$ cat src/pulse_peak_bpm_tracker_core_defines.svh
// ----------------------------------------------------------------------------
// Pulse peak tracker assertion macros
// Clocked concurrent assertion wrappers, compiled out when ASSERT_OFF is set.
// ----------------------------------------------------------------------------
`ifndef PULSE_PEAK_BPM_TRACKER_CORE_DEFINES_SVH
`define PULSE_PEAK_BPM_TRACKER_CORE_DEFINES_SVH

`ifndef ASSERT_OFF
// Property checked every clock edge outside reset
`define PPBT_ASSERT(label, prop, msg) \
   label: assert property (@(posedge clock) disable iff (reset) prop) \
      else $error(msg);
// Condition in one cycle implies a property in the next
`define PPBT_ASSERT_NEXT(label, cond, prop, msg) \
   label: assert property (@(posedge clock) disable iff (reset) (cond) |=> (prop)) \
      else $error(msg);
`else
`define PPBT_ASSERT(label, prop, msg)
`define PPBT_ASSERT_NEXT(label, cond, prop, msg)
`endif

`endif

$ cat src/ppbt_pkg.sv
// ----------------------------------------------------------------------------
// Pulse peak tracker package
// Field widths, default register values, divider constants and state types.
// ----------------------------------------------------------------------------
package ppbt_pkg;

   // Field widths
   localparam int SAMPLE_W = 24;
   localparam int TIME_W   = 32;
   localparam int LEVEL_W  = 23;
   localparam int RATE_W   = 16;

   // Configuration port
   localparam int ADDR_W = 3;
   localparam int DATA_W = 32;

   // Defaults
   localparam int WINDOW_DEF = 10;
   localparam logic [LEVEL_W-1:0] RESET_LEVEL_DEF = LEVEL_W'(2000);
   localparam logic [LEVEL_W-1:0] START_LEVEL_DEF = LEVEL_W'(100);

   // 60000 milliseconds per minute, scaled by 16 for a Q12.4 beat rate
   localparam logic [TIME_W-1:0] RATE_NUM = TIME_W'(960000);

   // Shared divider: quotient register width and step counts
   localparam int QUO_W      = 20;
   localparam int STEP_W     = 5;
   localparam logic [STEP_W-1:0] RATE_STEPS = STEP_W'(QUO_W);
   localparam logic [STEP_W-1:0] AVG_STEPS  = STEP_W'(RATE_W);

   // Register index codes
   typedef enum logic {
      REG_RESET_LEVEL = 1'b0,
      REG_START_LEVEL = 1'b1
   } reg_index_type;

   // Waveform phase
   typedef enum logic [1:0] {
      PH_IDLE = 2'd0,
      PH_RISE = 2'd1,
      PH_FALL = 2'd2
   } phase_type;

   // Sequencer states
   typedef enum logic [2:0] {
      ST_IDLE,
      ST_PREP,
      ST_DIV,
      ST_STORE,
      ST_SUM,
      ST_AVG_PREP,
      ST_AVG_DONE,
      ST_EMIT
   } ctrl_type;

endpackage

$ cat src/ppbt_if.sv
// ----------------------------------------------------------------------------
// Pulse peak tracker channels
// Valid/ready channels for sample transactions and result transactions.
// ----------------------------------------------------------------------------
interface ppbt_req_if;
   logic                                  valid;
   logic                                  ready;
   logic signed [ppbt_pkg::SAMPLE_W-1:0]  sample;
   logic        [ppbt_pkg::TIME_W-1:0]    time_ms;

   modport source (output valid, output sample, output time_ms, input ready);
   modport sink   (input valid, input sample, input time_ms, output ready);
endinterface

interface ppbt_rsp_if;
   logic                            valid;
   logic                            ready;
   logic                            pulse_found;
   logic [ppbt_pkg::RATE_W-1:0]     bpm_average;
   logic [ppbt_pkg::LEVEL_W-1:0]    peak_level;

   modport source (output valid, output pulse_found, output bpm_average,
                   output peak_level, input ready);
   modport sink   (input valid, input pulse_found, input bpm_average,
                   input peak_level, output ready);
endinterface

$ cat src/pulse_peak_bpm_tracker_core.sv
// ----------------------------------------------------------------------------
// Pulse peak and beat-rate tracker
// Follows an optical pulse waveform, reports beat peaks and keeps a running
// average of the beat rate over a ring of recent beats.
// ----------------------------------------------------------------------------
// Usage:
//   req_chan carries one sample transaction (sample, time_ms); rsp_chan returns
//   exactly one result transaction (pulse_found, bpm_average, peak_level) for
//   each. reset_level and start_level are written over the APB port, registers
//   at byte addresses 0 and 4; the user must write them only while no
//   transaction is in flight, as the block itself does not enforce this.
//   A sample that does not complete a beat goes straight to the emit state,
//   which loads its result; the next sample is taken once that result is loaded.
//   A sample that completes a beat runs the shared one-bit-per-cycle divider
//   for the rate (20 steps), sweeps the rate ring one entry per cycle
//   (WINDOW steps), then divides again for the average (16 steps) before its
//   result is loaded; no new sample is accepted until then.
//   A result waits in the output register while rsp_chan.ready is low; one
//   more sample may be accepted meanwhile, and its result holds until the
//   register frees up.
//   Synchronous reset returns the detector to idle, clears all timing state,
//   empties the ring and restores the register defaults.
// ----------------------------------------------------------------------------
`include "pulse_peak_bpm_tracker_core_defines.svh"

module pulse_peak_bpm_tracker_core #(
   parameter int WINDOW = ppbt_pkg::WINDOW_DEF
) (
   input  logic                           clock,
   input  logic                           reset,
   ppbt_req_if.sink                       req_chan,
   ppbt_rsp_if.source                     rsp_chan,
   input  logic                           psel,
   input  logic                           penable,
   input  logic                           pwrite,
   input  logic [ppbt_pkg::ADDR_W-1:0]    paddr,
   input  logic [ppbt_pkg::DATA_W-1:0]    pwdata,
   output logic [ppbt_pkg::DATA_W-1:0]    prdata,
   output logic                           pready
);

   localparam int SLOT_W = (WINDOW > 1) ? $clog2(WINDOW) : 1;
   localparam int FILL_W = $clog2(WINDOW + 1);
   localparam int SUM_W  = ppbt_pkg::RATE_W + FILL_W;
   localparam int QW     = ppbt_pkg::QUO_W;
   localparam int TW     = ppbt_pkg::TIME_W;
   localparam int RW     = ppbt_pkg::RATE_W;
   localparam int LW     = ppbt_pkg::LEVEL_W;
   localparam int SW     = ppbt_pkg::SAMPLE_W;

   // Configuration registers
   logic [LW-1:0] reset_level_ff;
   logic [LW-1:0] start_level_ff;

   // Sequencer
   ppbt_pkg::ctrl_type state_ff;
   ppbt_pkg::ctrl_type state_in;

   // Detector state
   ppbt_pkg::phase_type  phase_ff;
   logic signed [SW-1:0] prev_ff;
   logic [TW-1:0]        peak_time_ff;
   logic [TW-1:0]        last_peak_time_ff;
   logic [LW-1:0]        peak_value_ff;
   logic                 pulse_ff;

   // Rate ring and average
   logic [RW-1:0]     ring_ff [WINDOW];
   logic [SLOT_W-1:0] ring_slot_ff;
   logic [FILL_W-1:0] ring_filled_ff;
   logic [RW-1:0]     average_ff;
   logic [SLOT_W-1:0] sweep_idx_ff;
   logic [SUM_W-1:0]  sum_ff;

   // Shared restoring divider
   logic [TW-1:0]                div_ff;
   logic [TW-1:0]                rem_ff;
   logic [QW-1:0]                quo_ff;
   logic [ppbt_pkg::STEP_W-1:0]  step_ff;
   logic                         div_avg_ff;
   logic                         zero_div_ff;

   // Result register
   logic          rsp_valid_ff;
   logic          rsp_pulse_ff;
   logic [RW-1:0] rsp_avg_ff;
   logic [LW-1:0] rsp_peak_ff;

   // Combinational terms
   logic                 accept;
   logic                 out_free;
   logic                 emit_load;
   logic                 over_reset;
   logic                 rising;
   logic                 at_start;
   logic                 beat_now;
   logic                 div_last;
   logic                 sweep_last;
   logic [TW:0]          trial;
   logic [TW:0]          diff;
   logic                 fits;
   logic [TW-1:0]        rate_numer;
   logic [SUM_W-1:0]     avg_numer;
   logic [RW-1:0]        rate_val;
   logic [RW-1:0]        sweep_val;
   ppbt_pkg::reg_index_type csr_index;

   // Configuration port
   assign pready    = 1'b1;
   assign csr_index = ppbt_pkg::reg_index_type'(paddr[2]);

   always_comb begin
      case (csr_index)
         ppbt_pkg::REG_RESET_LEVEL: prdata = ppbt_pkg::DATA_W'(reset_level_ff);
         ppbt_pkg::REG_START_LEVEL: prdata = ppbt_pkg::DATA_W'(start_level_ff);
         default:                   prdata = '0;
      endcase
   end

   always_ff @(posedge clock) begin
      if (reset) begin
         reset_level_ff <= ppbt_pkg::RESET_LEVEL_DEF;
         start_level_ff <= ppbt_pkg::START_LEVEL_DEF;
      end else if (psel && penable && pwrite && pready) begin
         case (csr_index)
            ppbt_pkg::REG_RESET_LEVEL: reset_level_ff <= pwdata[LW-1:0];
            ppbt_pkg::REG_START_LEVEL: start_level_ff <= pwdata[LW-1:0];
            default: ;
         endcase
      end
   end

   // Sample decisions
   assign over_reset = req_chan.sample > $signed({1'b0, reset_level_ff});
   assign rising     = req_chan.sample > prev_ff;
   assign at_start   = req_chan.sample >= $signed({1'b0, start_level_ff});
   assign beat_now   = !over_reset && (phase_ff == ppbt_pkg::PH_RISE) && !rising;

   // Divider step: shift in one numerator bit, subtract when it fits
   assign trial    = {rem_ff, quo_ff[QW-1]};
   assign diff     = trial - {1'b0, div_ff};
   assign fits     = !diff[TW];
   assign div_last = (step_ff == ((div_avg_ff ? ppbt_pkg::AVG_STEPS : ppbt_pkg::RATE_STEPS)
                                  - ppbt_pkg::STEP_W'(1)));

   // Rounded numerators
   assign rate_numer = ppbt_pkg::RATE_NUM + {1'b0, div_ff[TW-1:1]};
   assign avg_numer  = sum_ff + SUM_W'(ring_filled_ff >> 1);

   // Saturated rate, zero for a zero interval
   always_comb begin
      if (zero_div_ff) begin
         rate_val = '0;
      end else if (|quo_ff[QW-1:RW]) begin
         rate_val = '1;
      end else begin
         rate_val = quo_ff[RW-1:0];
      end
   end

   // Ring entries past the fill count read as zero
   assign sweep_val  = (FILL_W'(sweep_idx_ff) < ring_filled_ff) ? ring_ff[sweep_idx_ff] : '0;
   assign sweep_last = (sweep_idx_ff == SLOT_W'(WINDOW - 1));

   // Next state
   always_comb begin
      state_in = state_ff;
      case (state_ff)
         ppbt_pkg::ST_IDLE: begin
            if (req_chan.valid) begin
               state_in = beat_now ? ppbt_pkg::ST_PREP : ppbt_pkg::ST_EMIT;
            end
         end
         ppbt_pkg::ST_PREP:     state_in = ppbt_pkg::ST_DIV;
         ppbt_pkg::ST_DIV: begin
            if (div_last) begin
               state_in = div_avg_ff ? ppbt_pkg::ST_AVG_DONE : ppbt_pkg::ST_STORE;
            end
         end
         ppbt_pkg::ST_STORE:    state_in = ppbt_pkg::ST_SUM;
         ppbt_pkg::ST_SUM: begin
            if (sweep_last) begin
               state_in = ppbt_pkg::ST_AVG_PREP;
            end
         end
         ppbt_pkg::ST_AVG_PREP: state_in = ppbt_pkg::ST_DIV;
         ppbt_pkg::ST_AVG_DONE: state_in = ppbt_pkg::ST_EMIT;
         ppbt_pkg::ST_EMIT: begin
            if (out_free) begin
               state_in = ppbt_pkg::ST_IDLE;
            end
         end
         default:               state_in = ppbt_pkg::ST_IDLE;
      endcase
   end

   // Handshake outputs: hold off input transactions during reset
   always_comb begin
      out_free       = !rsp_valid_ff || rsp_chan.ready;
      req_chan.ready = !reset && (state_ff == ppbt_pkg::ST_IDLE);
      accept         = req_chan.valid && !reset && (state_ff == ppbt_pkg::ST_IDLE);
      emit_load      = out_free && (state_ff == ppbt_pkg::ST_EMIT);
   end

   always_ff @(posedge clock) begin
      if (reset) begin
         state_ff <= ppbt_pkg::ST_IDLE;
      end else begin
         state_ff <= state_in;
      end
   end

   // Detector, ring and divider datapath
   always_ff @(posedge clock) begin
      if (reset) begin
         phase_ff          <= ppbt_pkg::PH_IDLE;
         prev_ff           <= '0;
         peak_time_ff      <= '0;
         last_peak_time_ff <= '0;
         peak_value_ff     <= '0;
         pulse_ff          <= 1'b0;
         ring_slot_ff      <= '0;
         ring_filled_ff    <= '0;
         average_ff        <= '0;
         sweep_idx_ff      <= '0;
         step_ff           <= '0;
         div_avg_ff        <= 1'b0;
      end else begin
         case (state_ff)
            ppbt_pkg::ST_IDLE: begin
               if (accept) begin
                  pulse_ff <= 1'b0;
                  if (over_reset) begin
                     // Clear the detector, keep the ring
                     phase_ff          <= ppbt_pkg::PH_IDLE;
                     prev_ff           <= '0;
                     peak_time_ff      <= '0;
                     last_peak_time_ff <= '0;
                     peak_value_ff     <= '0;
                  end else if (phase_ff == ppbt_pkg::PH_RISE) begin
                     if (rising) begin
                        peak_time_ff  <= req_chan.time_ms;
                        peak_value_ff <= req_chan.sample[SW-1] ? '0 : req_chan.sample[LW-1:0];
                        prev_ff       <= req_chan.sample;
                     end else begin
                        // Beat: hold the previous sample, start the rate divide
                        div_ff            <= peak_time_ff - last_peak_time_ff;
                        last_peak_time_ff <= peak_time_ff;
                        phase_ff          <= ppbt_pkg::PH_FALL;
                        pulse_ff          <= 1'b1;
                     end
                  end else if (phase_ff == ppbt_pkg::PH_FALL) begin
                     if (!at_start) begin
                        phase_ff <= ppbt_pkg::PH_IDLE;
                     end
                     prev_ff <= req_chan.sample;
                  end else begin
                     phase_ff <= at_start ? ppbt_pkg::PH_RISE : ppbt_pkg::PH_IDLE;
                     prev_ff  <= req_chan.sample;
                  end
               end
            end
            ppbt_pkg::ST_PREP: begin
               // Quotient fits in QUO_W bits, so start with the top numerator bits
               zero_div_ff <= (div_ff == '0);
               rem_ff      <= TW'(rate_numer[TW-1:QW]);
               quo_ff      <= rate_numer[QW-1:0];
               step_ff     <= '0;
               div_avg_ff  <= 1'b0;
            end
            ppbt_pkg::ST_DIV: begin
               rem_ff  <= fits ? diff[TW-1:0] : trial[TW-1:0];
               quo_ff  <= {quo_ff[QW-2:0], fits};
               step_ff <= step_ff + ppbt_pkg::STEP_W'(1);
            end
            ppbt_pkg::ST_STORE: begin
               ring_ff[ring_slot_ff] <= rate_val;
               ring_slot_ff <= (ring_slot_ff == SLOT_W'(WINDOW - 1)) ? '0
                               : ring_slot_ff + SLOT_W'(1);
               if (ring_filled_ff != FILL_W'(WINDOW)) begin
                  ring_filled_ff <= ring_filled_ff + FILL_W'(1);
               end
               sweep_idx_ff <= '0;
               sum_ff       <= '0;
            end
            ppbt_pkg::ST_SUM: begin
               // Accumulate one ring entry per cycle
               sum_ff       <= sum_ff + SUM_W'(sweep_val);
               sweep_idx_ff <= sweep_idx_ff + SLOT_W'(1);
            end
            ppbt_pkg::ST_AVG_PREP: begin
               div_ff     <= TW'(ring_filled_ff);
               rem_ff     <= TW'(avg_numer[SUM_W-1:RW]);
               quo_ff     <= {avg_numer[RW-1:0], (QW-RW)'(0)};
               step_ff    <= '0;
               div_avg_ff <= 1'b1;
            end
            ppbt_pkg::ST_AVG_DONE: begin
               average_ff <= quo_ff[RW-1:0];
            end
            default: ;
         endcase
      end
   end

   // Result register: load when empty or drained this cycle
   always_ff @(posedge clock) begin
      if (reset) begin
         rsp_valid_ff <= 1'b0;
      end else if (emit_load) begin
         rsp_valid_ff <= 1'b1;
      end else if (rsp_chan.ready) begin
         rsp_valid_ff <= 1'b0;
      end
   end

   always_ff @(posedge clock) begin
      if (emit_load) begin
         rsp_pulse_ff <= pulse_ff;
         rsp_avg_ff   <= average_ff;
         rsp_peak_ff  <= peak_value_ff;
      end
   end

   assign rsp_chan.valid       = rsp_valid_ff;
   assign rsp_chan.pulse_found = rsp_pulse_ff;
   assign rsp_chan.bpm_average = rsp_avg_ff;
   assign rsp_chan.peak_level  = rsp_peak_ff;

   // Assertions
   `PPBT_ASSERT(a_fill_bound, ring_filled_ff <= FILL_W'(WINDOW), "ring fill count overran")
   `PPBT_ASSERT(a_slot_bound, FILL_W'(ring_slot_ff) < FILL_W'(WINDOW), "ring slot out of range")
   `PPBT_ASSERT(a_rem_below, ((state_ff == ppbt_pkg::ST_DIV) && (div_ff != '0)) |-> (rem_ff < div_ff), "divider remainder not below divisor")
   `PPBT_ASSERT(a_pulse_fall, ((state_ff == ppbt_pkg::ST_EMIT) && pulse_ff) |-> (phase_ff == ppbt_pkg::PH_FALL), "beat reported outside falling phase")
   `PPBT_ASSERT_NEXT(a_store_fill, state_ff == ppbt_pkg::ST_STORE, (ring_filled_ff != '0) && (ring_filled_ff >= $past(ring_filled_ff)), "ring fill count did not advance")

endmodule
$ cat src/flat_wrapper.sv
// flat-port wrapper written by rule: the top's interface ports become plain ports
module pulse_peak_bpm_tracker_core_flat 
#(
   parameter int WINDOW = ppbt_pkg::WINDOW_DEF
)
  (clock, reset, psel, penable, pwrite, paddr, pwdata, prdata, pready, req_chan_valid, req_chan_sample, req_chan_time_ms, req_chan_ready, rsp_chan_valid, rsp_chan_pulse_found, rsp_chan_bpm_average, rsp_chan_peak_level, rsp_chan_ready);
  ppbt_req_if req_chan_i ();
  ppbt_rsp_if rsp_chan_i ();
  input  logic clock;
  input  logic reset;
  input  logic psel;
  input  logic penable;
  input  logic pwrite;
  input  logic [ppbt_pkg::ADDR_W-1:0] paddr;
  input  logic [ppbt_pkg::DATA_W-1:0] pwdata;
  output logic [ppbt_pkg::DATA_W-1:0] prdata;
  output logic pready;
  input wire logic [$bits(req_chan_i.valid)-1:0] req_chan_valid;
  input wire logic [$bits(req_chan_i.sample)-1:0] req_chan_sample;
  input wire logic [$bits(req_chan_i.time_ms)-1:0] req_chan_time_ms;
  output wire logic [$bits(req_chan_i.ready)-1:0] req_chan_ready;
  output wire logic [$bits(rsp_chan_i.valid)-1:0] rsp_chan_valid;
  output wire logic [$bits(rsp_chan_i.pulse_found)-1:0] rsp_chan_pulse_found;
  output wire logic [$bits(rsp_chan_i.bpm_average)-1:0] rsp_chan_bpm_average;
  output wire logic [$bits(rsp_chan_i.peak_level)-1:0] rsp_chan_peak_level;
  input wire logic [$bits(rsp_chan_i.ready)-1:0] rsp_chan_ready;
  assign req_chan_i.valid = req_chan_valid;
  assign req_chan_i.sample = req_chan_sample;
  assign req_chan_i.time_ms = req_chan_time_ms;
  assign req_chan_ready = req_chan_i.ready;
  assign rsp_chan_valid = rsp_chan_i.valid;
  assign rsp_chan_pulse_found = rsp_chan_i.pulse_found;
  assign rsp_chan_bpm_average = rsp_chan_i.bpm_average;
  assign rsp_chan_peak_level = rsp_chan_i.peak_level;
  assign rsp_chan_i.ready = rsp_chan_ready;
  pulse_peak_bpm_tracker_core #(.WINDOW(WINDOW)) u_core (.clock(clock), .reset(reset), .req_chan(req_chan_i), .rsp_chan(rsp_chan_i), .psel(psel), .penable(penable), .pwrite(pwrite), .paddr(paddr), .pwdata(pwdata), .prdata(prdata), .pready(pready));
endmodule
$ cat config.mk
export PLATFORM = sky130hd
export DESIGN_NAME = pulse_peak_bpm_tracker_core_flat
export DESIGN_NICKNAME = d
export VERILOG_FILES = /design/src/ppbt_pkg.sv /design/src/ppbt_if.sv /design/src/pulse_peak_bpm_tracker_core.sv /design/src/flat_wrapper.sv
export VERILOG_INCLUDE_DIRS = /design/src /design/src/src
export SDC_FILE = /design/constraint.sdc
export NUM_CORES = 1
export LEC_CHECK = 0
export ABC_AREA = 1
export BUFFER_PORTS_ARGS = -buffer_cell sky130_fd_sc_hd__buf_2
export CAP_MARGIN = 25
export CORE_ASPECT_RATIO = 0.75
export CORE_MARGIN = 2
export CORE_UTILIZATION = 53
export CTS_BUF_LIST = sky130_fd_sc_hd__clkbuf_8
export DETAILED_ROUTE_END_ITERATION = 10
export GPL_TIMING_DRIVEN = 0
export MAX_ROUTING_LAYER = met4
export PLACE_DENSITY = 0.79
export SYNTH_ARGS = -nofsm -noshare
export SYNTH_HDL_FRONTEND = slang
export SYNTH_SLANG_ARGS = --single-unit
export TNS_END_PERCENT = 100
$ cat constraint.sdc
create_clock -name clock -period 3.7 [get_ports clock]
set_input_delay 0.37 -clock clock [delete_from_list [all_inputs] [get_ports clock]]
set_output_delay 0.37 -clock clock [all_outputs]
set_load 0.1 [all_outputs]
## Yosys cells after proc, flatten, opt, wreduce, memory -nomap -nowiden

Memories as Yosys holds them, arrays and structs flattened. A register that Yosys moved wholly into a read port is not among the register bits.
Cells that the tools add are included.

| word-level totals | value |
|---|---|
| register bits | 343 |
| latch bits | 0 |
| bits in writable memories | 160 |
| ROM bits | 0 |
| input port bits | 98 |
| output and inout bits | 75 |
| logic and storage cells | 159 |
| memories | 1 |

| operators by class | value |
|---|---|
| add/sub/neg operators | 10 |
| multipliers | 0 |
| divide/modulo/power cells | 0 |
| magnitude comparators | 4 |
| equality and inequality tests | 25 |
| shifts and indexed selects | 0 |
| muxes and demuxes | 54 |
| bitwise logic cells | 2 |
| reductions and logical operators | 39 |

Memories:

| name | words | width | read ports | clocked after Yosys merged registers in | write ports | RTL line | text |
|---|---|---|---|---|---|---|---|
| u_core.ring_ff | 10 | 16 | 1 | 1 | 1 | pulse_peak_bpm_tracker_core.sv:68 | `logic [RW-1:0] ring_ff [WINDOW];` |

Operators with widths:

| operator | number |
|---|---|
| 32-bit two-way mux | 11 |
| 32-bit case mux with 2 select lines | 2 |
| 32-bit case mux with 3 select lines | 1 |
| 23-bit two-way mux | 4 |
| 24-bit two-way mux | 3 |
| 20-bit case mux with 3 select lines | 1 |
| 24-bit greater-than comparator | 2 |
| 16-bit two-way mux | 3 |
| 20-bit case mux with 2 select lines | 1 |
| 33-bit by 32-bit subtractor with 33-bit output | 1 |
| 20-bit by 31-bit adder with 32-bit output, first input constant | 1 |
| 32-bit logical NOT | 1 |
| 32-bit subtractor | 1 |
| 24-bit greater-or-equal comparator | 1 |
| 3-bit two-way mux | 7 |
| 3-bit case mux with 7 select lines | 1 |
| 20-bit by 16-bit adder with 20-bit output | 1 |
| 20-bit by 3-bit adder with 20-bit output | 1 |
| 4-bit AND reduction | 4 |
| 2-bit AND reduction | 7 |
| 2-bit nonzero test | 7 |
| 4-bit by 1-bit adder with 4-bit output, second input constant | 3 |
| 3-bit equality test, second input constant | 4 |
| 4-bit two-way mux | 3 |
| 30 further kinds | 63 |

## Longest topological paths before layout

Gate-level depths: netlist (run 1).

| depth | value |
|---|---|
| depth after elaboration | 7 |
| mapped depth | 25 |
| mapped depth without buffers | 23 |

## Least setup slack after synthesis (run 1)

OpenSTA, ideal clock, no wires.

| timing path | value |
|---|---|
| path type | register -> register |
| from | register u_core.ring_filled_ff[1] |
| to | register u_core.sum_ff[12], data pin |
| library setup time | 0.253 ns |
| arrival | 3.399 ns |
| data required time | 3.447 ns |
| setup slack | 0.048 ns |
| stages on the path, launching flop included | 23 |
| path buffers | 1 |
| period minus slack after synthesis | 3.652 ns |
| cells stage by stage | dfxtp_1 inv_1 ha_1 o21ai_0 nand2_1 a21o_1 a21oi_1 clkbuf_1 nand3_1 inv_1 ha_1 inv_1 fa_1 inv_1 nand3_1 a21oi_1 nor2_1 o21ai_0 a31oi_1 o21ai_0 nand2_1 nand2_1 nor2_1 |

| on the way | value |
|---|---|
| cells in the longest elaborated chain, start to end | 4 |

RTL lines:

| what | RTL line | text |
|---|---|---|
| start, declared | pulse_peak_bpm_tracker_core.sv:70 | `logic [FILL_W-1:0] ring_filled_ff;` |
| start signal, assigned | pulse_peak_bpm_tracker_core.sv:281 | `ring_filled_ff <= ring_filled_ff + FILL_W'(1);` |
| 4-bit less-than comparator | pulse_peak_bpm_tracker_core.sv:162 | `assign sweep_val = (FILL_W'(sweep_idx_ff) < ring_filled_ff) ? ring_ff[sweep_idx_ff] : '0;` |
| 16-bit two-way mux | pulse_peak_bpm_tracker_core.sv:162 |  |
| 20-bit by 16-bit adder with 20-bit output | pulse_peak_bpm_tracker_core.sv:288 | `sum_ff <= sum_ff + SUM_W'(sweep_val);` |
| 20-bit case mux with 2 select lines | pulse_peak_bpm_tracker_core.sv:229 | `case (state_ff)` |
| end signal, assigned | pulse_peak_bpm_tracker_core.sv:288 |  |
| end, declared | pulse_peak_bpm_tracker_core.sv:73 | `logic [SUM_W-1:0] sum_ff;` |

No other way between the ends.
A chain may end at the register's enable or synchronous reset.

## Final worst setup path (run 1)

| timing path | value |
|---|---|
| from | register u_core.ring_filled_ff[1] |
| to | register u_core.sum_ff[18], data pin |

The elaborated chain is that of the path after synthesis.

==> out/metrics.json, run 1 <==
{
  "netlist_instances": {"value": 3504},
  "fin_total_pwr": {"value": 19990, "unit": "uW"},
  "grt_antenna_before_repair": {"value": 1},
  "worstReg2RegEnd": {"value": "u_core.sum_ff[18]"},
  "rr_startpoint": {"value": "u_core.ring_filled_ff[1]"},
  "max_slew.worst_pin.slew": {"value": 1066, "unit": "ps"},
  "total_leakage_power": {"value": 0.01397, "unit": "uW"},
  "worst_hold_path.endpoint": {"value": "u_core.peak_time_ff[29]"},
  "yosysWarnings": {"value": 0},
  "outcome": {"value": "finished clean"},
  "fraction_of_the_mapped_netlist_area_in_adder_cells": {"value": 7.466, "unit": "%"},
  "route.antenna.remaining_nets": {"value": 0},
  "worst-setup-path-type": {"value": "register to register"},
  "ys.flop_type": {"value": "edfxtp_1"},
  "placement.cell_area": {"value": 30120, "unit": "sq um"},
  "worst_hold_startpoint": {"value": "req_chan_time_ms[29]"},
  "initial_core_util": {"value": 53.46, "unit": "%"},
  "die_height": {"value": 203.8, "unit": "um"},
  "number_of_synthesized_flops_with_an_enable_pin": {"value": 305},
  "core_area": {"value": 52790, "unit": "sq um"},
  "finalHoldWorstSlack": {"value": 36.04, "unit": "ps"},
  "cpPeakStageDelay": {"value": 380, "unit": "ps"},
  "detailedRoute.firstIterationViolations": {"value": 3137},
  "first_global_vias": {"value": 23480},
  "cp_data_arrival_time": {"value": 3980, "unit": "ps"},
  "syn2layout_area_growth": {"value": 13.79, "unit": "%"},
  "synth_simple_gate_area_share": {"value": 21.63, "unit": "%"},
  "synthesis.area": {"value": 28220, "unit": "sq um"},
  "die_area": {"value": 55130, "unit": "sq um"},
  "finalSetupViolations": {"value": 0},
  "final_period_minus_worst_setup_slack": {"value": 3572, "unit": "ps"},
  "drt_pass1_iterations": {"value": 6},
  "track_usage": {"value": 30.40, "unit": "%"},
  "main_combinational_cell_family_by_area_after_synthesis": {"value": "simple AND/OR/NAND/NOR gates"},
  "p_sw": {"value": 8202, "unit": "uW"},
  "clock_sinks": {"value": 507},
  "crit_path_frequent_cell": {"value": "nand3_1"},
  "final_area": {"value": 32110, "unit": "sq um"},
  "startpoint": {"value": "u_core.ring_filled_ff[1]"},
  "power.switching_fraction": {"value": 41.03, "unit": "%"},
  "synth_xor_area_share": {"value": 0.9310, "unit": "%"},
  "final_critical_path_share_of_the_clock_period": {"value": 96.53, "unit": "%"},
  "insertion_delay": {"value": 680, "unit": "ps"},
  "cp-start-kind": {"value": "register"},
  "numPlacedInstances": {"value": 4387},
  "vias": {"value": 25780},
  "ys_seq_elements": {"value": 507},
  "r2r_cells": {"value": 24},
  "grt_first_pass_wirelength": {"value": 128800, "unit": "um"},
  "finalNonFillerCells": {"value": 4559},
  "power.share.sequential": {"value": 36.5, "unit": "%"},
  "worstPathCellList": {"value": "inv_1 > ha_1 > o21ai_0 > nand2_1 > a21o_1 > a21oi_4 > clkbuf_8 > nand3_1 > inv_2 > ha_4 > inv_1 > fa_1 > inv_2 > nand3_1 > a21oi_1 > nor2_1 > inv_1 > nand3_1 > nand2_2 > nand3_1 > nand2_2 > nand3_1 > nand2_1 > nor2_1"},
  "cap_violations": {"value": 0},
  "max_clock_freq": {"value": 280.0, "unit": "MHz"},
  "largest_fanout_on_the_critical_path": {"value": 6},
  "fp-row-count": {"value": 73},
  "die_w": {"value": 270.5, "unit": "um"},
  "clock-skew-final": {"value": 38.75, "unit": "ps"},
  "critPathCaptureType": {"value": "register"},
  "ys_seq_area_share": {"value": 46.78, "unit": "%"},
  "detailedPlacementHpwl": {"value": 62010, "unit": "um"},
  "ys_async_sr_fraction": {"value": 0, "unit": "%"},
  "place.port_buffers": {"value": 151},
  "ff2ff_setup_slack": {"value": 130, "unit": "ps"},
  "synth.lib_cells_used.distinct": {"value": 51},
  "h-tree-depth": {"value": 3},
  "worst-endpoint-required": {"value": 4110, "unit": "ps"},
  "timing_max_transition_violations_final": {"value": 0},
  "total_overflow_reported_by_the_global_router": {"value": 0},
  "ir_drop": {"value": 333.6, "unit": "uV"},
  "cts-root-to-sink-buffers": {"value": 3},
  "powerDensity": {"value": 622.5, "unit": "nW/um^2"},
  "route.detailed.drc": {"value": 0},
  "cts-root-buf": {"value": "clkbuf_8"},
  "worst_slew_margin_rel": {"value": 28.53, "unit": "%"},
  "avgViaCountPerCell": {"value": 5.655},
  "final_routed_wire_length_divided_by_cell_count": {"value": 18.10, "unit": "um"},
  "cts_tree": {"value": "yes"},
  "rsz0062_at_grt": {"value": "true"},
  "hold_path_class": {"value": "input port to register"},
  "layout_common_cells": {"value": "nand2_1, inv_1, a21oi_1"},
  "globalplace.congestion": {"value": 1.022},
  "postLayoutSetupSlackWorst": {"value": 128.3, "unit": "ps"},
  "grt_max_degree": {"value": 33},
  "cts_made_buffers": {"value": 81},
  "timing.critical_path.slowest_stage_cell": {"value": "fa_1"},
  "drive_gt1_share": {"value": 10.95, "unit": "%"},
  "count_of_nets_after_finishing": {"value": 4047},
  "path_clk_slew": {"value": 70, "unit": "ps"},
  "dpl_worst_slack": {"value": -995.4, "unit": "ps"},
  "synth.avg_cell_area": {"value": 8.055, "unit": "sq um"},
  "detail_route.wirelength": {"value": 82500, "unit": "um"},
  "share_of_cell_area_taken_by_muxes_after_synthesis": {"value": 0, "unit": "%"},
  "final_common_cell": {"value": "nand2_1"},
  "synth_compound_gate_area_share": {"value": 14.31, "unit": "%"},
  "hold_path_depth": {"value": 5},
  "ios": {"value": 173},
  "power.share.combinational": {"value": 39.6, "unit": "%"},
  "p_int": {"value": 11790, "unit": "uW"},
  "hold_viol_final": {"value": 0},
  "power_frac_clock": {"value": 23.9, "unit": "%"}
}
-- stage by stage --
stage	setup TNS (ps)	util, %
detailed placement	-7012	57.06
global placement	-118360	56.64
floorplan	0	-
global route	-132.3	60.83
finish	0	60.83
CTS	0	60.64
-- worst max path at each step --
stage / slack [ps] / end / cells after the start
final: 130 / u_core.sum_ff[18] / 24
after floorplan: 50 / u_core.sum_ff[12] / 22
after global routing: -70 / u_core.sum_ff[15] / 18
after global placement: -1630 / u_core.rem_ff[8] / 4
after detailed placement: -1000 / u_core.sum_ff[12] / 22
after CTS: 20 / u_core.sum_ff[18] / 24
-- timing repair --
item | in CTS | in global routing
resized for setup | 34 | 39
endpoints found under the setup margin | 15 | 9
hold buffers | 21 | 0
endpoints found under the hold margin | 34 | 0
gates cloned | 0 | 0
pin swaps | 1 | 1
setup buffers | 2 | 2
-- power groups by stage --
| stage | Sequential [uW] | Combinational, uW | Clock [uW] |
|---|---|---|---|
| finish | 7300 | 7920 | 4770 |
| global route | 7340 | 8740 | 5050 |
| CTS | 7280 | 7630 | 4810 |
| detailed placement | 7390 | 7500 | 0 |
| global placement | 7400 | 7320 | 0 |
| floorplan | 7370 | 5300 | 0 |
-- cells by family after synthesis --
kind of cell / after synthesis
XOR/XNOR: 30
AND/OR/NAND/NOR: 1460
other: 2
adder cells (fa/ha/maj): 166
flip-flops: 507
AO/OA/AOI/OAI: 732
buffers and inverters: 607
-- cell usage after synthesis, types with 2 or more instances --
cell       number  area [sq um]
dfxtp_1       202          4044
nand2_1       743          2789
buf_6          14         157.7
a221oi_1        5         43.79
nor4_1         13         81.33
o31ai_1         2         15.01
ha_1          162          2027
a22oi_1        18         135.1
nor2_1        354          1329
o21ai_1         9         45.04
o221ai_1       10         87.58
a221o_1        15         150.1
nand3_1       216          1081
nand2_2         6         37.54
o211ai_1       11         82.58
conb_1          2         7.510
nor3b_1         2         15.01
or2_2           5         31.28
buf_2          39         195.2
buf_1           8         30.03
fa_1            4         80.08
xnor2_1         5         43.79
clkbuf_1       73         274.0
a31oi_1        14         87.58
o21bai_1       12         90.09
o21a_1         12         90.09
o2111ai_1       2         17.52
nor2_2          5         31.28
a21boi_0        2         15.01
inv_1         448          1682
edfxtp_1      305          9159
o21ai_2         3         26.28
o22ai_1         3         18.77
a21o_1         16         120.1
nor3_1         30         150.1
o21ai_0       240          1201
a21oi_1       351          1757
nand3b_1        3         22.52
nand4_1        79         494.2
buf_4          18         135.1
inv_2           6         22.52
xor2_1         25         219.0
a211oi_1        4         30.03
-- area by class of cell --
cell class	count	area (sq um)
multi-input cells	2398	12670
well taps	712	890.9
clock inverters	49	255.2
repair buffers	188	1172
diodes	1	2.502
plain buffers	152	868.3
flip-flops and latches	507	13210
inverters	455	1709
fillers	4667	20680
clock buffers	97	1335
-- metal layers --
layer	vias to the layer above	share of wire (%)	routed length (um)	global-route usage [%]
met4	0	2.4	1951	7.873
met1	11830	46	37610	44.65
met5	-	0	0	-
li1	12380	-	-	-
met2	1418	41	33710	42.47
met3	158	11	9225	6.485
-- worst max-delay path, delay by kind of cell (launching register included) --
| kind | cells | cell delay, ps |
|---|---|---|
| adders and majority gates | 3 | 790 |
| AOI/OAI and AO/OA | 4 | 630 |
| buffers and inverters | 6 | 580 |
| and+or+nand+nor | 11 | 910 |
| DFF | 1 | 370 |
-- sequential cells by signal, indices dropped and copies added, names as in the netlist, 3 cells and up, named ones only --
register / count
u_core.rsp_chan.bpm_average: 16
u_core.sweep_idx_ff: 4
u_core.state_ff: 3
u_core.quo_ff: 20
u_core.sum_ff: 20
u_core.prev_ff: 24
u_core.rsp_chan.peak_level: 23
u_core.start_level_ff: 23
u_core.peak_time_ff: 32
u_core.peak_value_ff: 23
u_core.ring_filled_ff: 4
u_core.last_peak_time_ff: 32
u_core.ring_ff: 160
u_core.step_ff: 5
u_core.div_ff: 32
u_core.reset_level_ff: 23
u_core.ring_slot_ff: 4
u_core.average_ff: 16
u_core.rem_ff: 32
Note: power is estimated with default switching activity, not from simulation.
==> run 2: changes to the inputs <==
--- a/config.mk
+++ b/config.mk
@@ -9,7 +9,6 @@
 export ABC_AREA = 1
 export BUFFER_PORTS_ARGS = -buffer_cell sky130_fd_sc_hd__buf_2
 export CAP_MARGIN = 25
-export CORE_ASPECT_RATIO = 0.75
 export CORE_MARGIN = 2
 export CORE_UTILIZATION = 53
 export CTS_BUF_LIST = sky130_fd_sc_hd__clkbuf_8
==> out/metrics.json, run 2 (synthesis results as in run 1) <==
{
  "outcome": {"value": "finished clean"},
  "aggregate_negative_setup_slack": {"value": 0, "unit": "ps", "change": "unchanged"},
  "first_global_vias": {"value": 24060, "change": "+2.4%"},
  "worst_slew_margin_rel": {"value": 40.70, "unit": "%", "change": "+12 points"},
  "grt_max_degree": {"value": 34, "change": "+3.0%"},
  "place.port_buffers": {"value": 151, "change": "unchanged"},
  "cts_made_buffers": {"value": 84, "change": "+3.7%"},
  "crit_path_frequent_cell": {"value": "nand3_1"},
  "numPlacedInstances": {"value": 4365, "change": "-0.50%"},
  "cts-root-buf": {"value": "clkbuf_8"},
  "detail_route.wirelength": {"value": 81180, "unit": "um", "change": "-1.6%"},
  "cts_tree": {"value": "yes"},
  "total_leakage_power": {"value": 0.01406, "unit": "uW", "change": "+0.65%"},
  "multi_input_area": {"value": 12690, "unit": "sq um", "change": "+0.13%"},
  "hold_path_class": {"value": "input port to register"},
  "placement.cell_area": {"value": 30080, "unit": "sq um", "change": "-0.13%"},
  "worst-setup-path-type": {"value": "register to register"},
  "final_common_cell": {"value": "nand2_1"},
  "clock-skew-final": {"value": 48.29, "unit": "ps", "change": "+9.546 ps"},
  "fp-row-count": {"value": 84, "change": "+15%"},
  "globalplace.congestion": {"value": 0.9915, "change": "-3.0%"},
  "cpPeakStageDelay": {"value": 380, "unit": "ps", "change": "about the same"},
  "route.antenna.remaining_nets": {"value": 0, "change": "unchanged"},
  "h-tree-depth": {"value": 3, "change": "unchanged"},
  "cts-root-to-sink-buffers": {"value": 3, "change": "unchanged"},
  "initial_core_util": {"value": 53.60, "unit": "%", "change": "+0.14 points"},
  "worst-endpoint-required": {"value": 4130, "unit": "ps", "change": "+20 ps"},
  "core_area": {"value": 52660, "unit": "sq um", "change": "-0.26%"},
  "registers.top_by_ff_count": {"value": "u_core.ring_ff"},
  "vias": {"value": 25740, "change": "-0.17%"},
  "powerDensity": {"value": 623.5, "unit": "nW/um^2", "change": "+0.16%"},
  "largest_fanout_on_the_critical_path": {"value": 9, "change": "+3"},
  "final_critical_path_share_of_the_clock_period": {"value": 96.28, "unit": "%", "change": "-0.25 points"},
  "die_w": {"value": 234.8, "unit": "um", "change": "-13%"},
  "final_period_minus_worst_setup_slack": {"value": 3563, "unit": "ps", "change": "-9.235 ps"},
  "count_of_nets_after_finishing": {"value": 4063, "change": "+0.40%"},
  "layout.core_utilization": {"value": 61.33, "unit": "%", "change": "+0.50 points"},
  "total_overflow_reported_by_the_global_router": {"value": 0, "change": "unchanged"},
  "timing_max_transition_violations_final": {"value": 0, "change": "unchanged"},
  "syn2layout_area_growth": {"value": 14.42, "unit": "%"},
  "worstPathCellList": {"value": "clkbuf_4 > inv_1 > buf_6 > buf_8 > a21oi_1 > a32o_1 > o211ai_1 > nand3_1 > inv_2 > ha_4 > inv_1 > fa_1 > inv_2 > nand3_1 > a21oi_1 > nor2_2 > inv_1 > nand3_1 > nand2_1 > nand3_1 > nand2_2 > nand3_1 > nand2_1 > nor2_1"},
  "clock_sinks": {"value": 507, "change": "unchanged"},
  "cap_violations": {"value": 0, "change": "unchanged"},
  "largest_register_ff_count": {"value": 160, "change": "unchanged"},
  "cp-start-kind": {"value": "register"},
  "finalNonFillerCells": {"value": 4559, "change": "unchanged"},
  "die_height": {"value": 234.8, "unit": "um", "change": "+15%"},
  "max_slew.worst_pin.slew": {"value": 889.4, "unit": "ps", "change": "-176.8 ps"},
  "detailedPlacementHpwl": {"value": 60130, "unit": "um", "change": "-3.0%"},
  "final_routed_wire_length_divided_by_cell_count": {"value": 17.81, "unit": "um", "change": "-1.6%"},
  "ios": {"value": 173, "change": "unchanged"},
  "critPathCaptureType": {"value": "register"},
  "max_clock_freq": {"value": 280.7, "unit": "MHz", "change": "+0.26%"},
  "nFillCells": {"value": 4496, "change": "-3.7%"},
  "grt_first_pass_wirelength": {"value": 127200, "unit": "um", "change": "-1.2%"},
  "route.detailed.drc": {"value": 0, "change": "unchanged"},
  "hold_viol_final": {"value": 0, "change": "unchanged"},
  "avgViaCountPerCell": {"value": 5.645, "change": "-0.17%"},
  "die_area": {"value": 55110, "unit": "sq um", "change": "about the same"},
  "layout.area.seq": {"value": 13210, "unit": "sq um", "change": "about the same"},
  "finalSetupViolations": {"value": 0, "change": "unchanged"},
  "fin_total_pwr": {"value": 20130, "unit": "uW", "change": "+0.72%"},
  "grt_antenna_before_repair": {"value": 2, "change": "+1"},
  "track_usage": {"value": 29.53, "unit": "%", "change": "-0.87 points"},
  "drive_gt1_share": {"value": 11.37, "unit": "%", "change": "+0.43 points"},
  "insertion_delay": {"value": 710, "unit": "ps", "change": "+30 ps"},
  "cp_data_arrival_time": {"value": 3990, "unit": "ps", "change": "about the same"},
  "timing.critical_path.slowest_stage_cell": {"value": "fa_1"},
  "final_area": {"value": 32290, "unit": "sq um", "change": "+0.56%"},
  "path_clk_slew": {"value": 60, "unit": "ps", "change": "about the same"},
  "detailedRoute.firstIterationViolations": {"value": 2754, "change": "-12%"},
  "layout_common_cells": {"value": "nand2_1, inv_1, nor2_1, a21oi_1, edfxtp_1"},
  "ir_drop": {"value": 322.9, "unit": "uV", "change": "-3.2%"},
  "drt_pass1_iterations": {"value": 7, "change": "+1"}
}
==> run 2: changes by cell type in the layout (fill, tap and decap cells not counted), sizes merged <==
cell,before,now
buf,246,256
bufinv,1,4
clkinv,15,34
clkbuf,170,164
dlygate4sd3,21,24
clkinvlp,2,1
inv,486,481
diode,1,2
==> run 2: stage by stage <==
stage | hold WS (ps) | setup WS (ps)
after floorplan | 408.2 | 47.70
after global placement | 411.3 | -1678
after detailed placement | 415.1 | -851.8
after CTS | 9.552 | 4.615
after global routing | 73.98 | -48.72
final | 34.89 | 137.5
==> run 2: final cells by class <==
cell class                      instances  share of cell area, %
Inverter                              455                  5.300
Clock buffer                           91                  3.878
Clock inverter                         65                  1.325
Sequential cell                       507                  40.90
Multi-Input combinational cell       2398                  39.29
Buffer                                152                  2.731
Antenna cell                            2                0.01550
Timing Repair Buffer                  201                  3.894
Tap cell                              688                  2.666
==> run 2: what timing repair did <==
item | CTS | global route
endpoints found under the hold margin | 47 | 0
resized for setup | 26 | 54
setup endpoints to repair | 13 | 11
pin swaps | 1 | 8
hold buffers | 24 | 0
buffers inserted | 1 | 11
==> run 2: metal layers <==
layer | up-vias | track usage (%) | routed length (um)
met1 | 11930 | 38.77 | 34280
met5 | - | - | 0
met4 | 0 | 11.30 | 2757
li1 | 12400 | - | -
met3 | 183 | 4.511 | 6972
met2 | 1221 | 46.21 | 37180
==> run 2: path summary, 6_finish.rpt <==
check             cells past startpoint                startpoint                              to  slack, ps
setup / recovery                     24                  register               u_core.sum_ff[18]        140
setup reg to reg                     24                  register               u_core.sum_ff[18]        140
hold / removal                        5      req_chan_time_ms[18]         u_core.peak_time_ff[18]         30
hold reg to reg                       0  u_core.peak_value_ff[13]  u_core.rsp_chan.peak_level[13]        410
==> run 2: critical path: cells and delay by family, from the launching register on <==
family	cells	cell delay, ps
AO/OA/AOI/OAI	4	640
buffers and inverters	8	930
AND/OR/NAND/NOR	10	890
flip-flops	1	290
adder cells (fa/ha/maj)	2	510
==> run 2: report_power, final <==
group / leakage (uW) / internal (uW) / total (uW) / switching (uW)
clock network: 0.000954 / 2590 / 5000 / 2410
registers: 0.00443 / 6870 / 7290 / 417
logic: 0.00868 / 2490 / 7840 / 5350
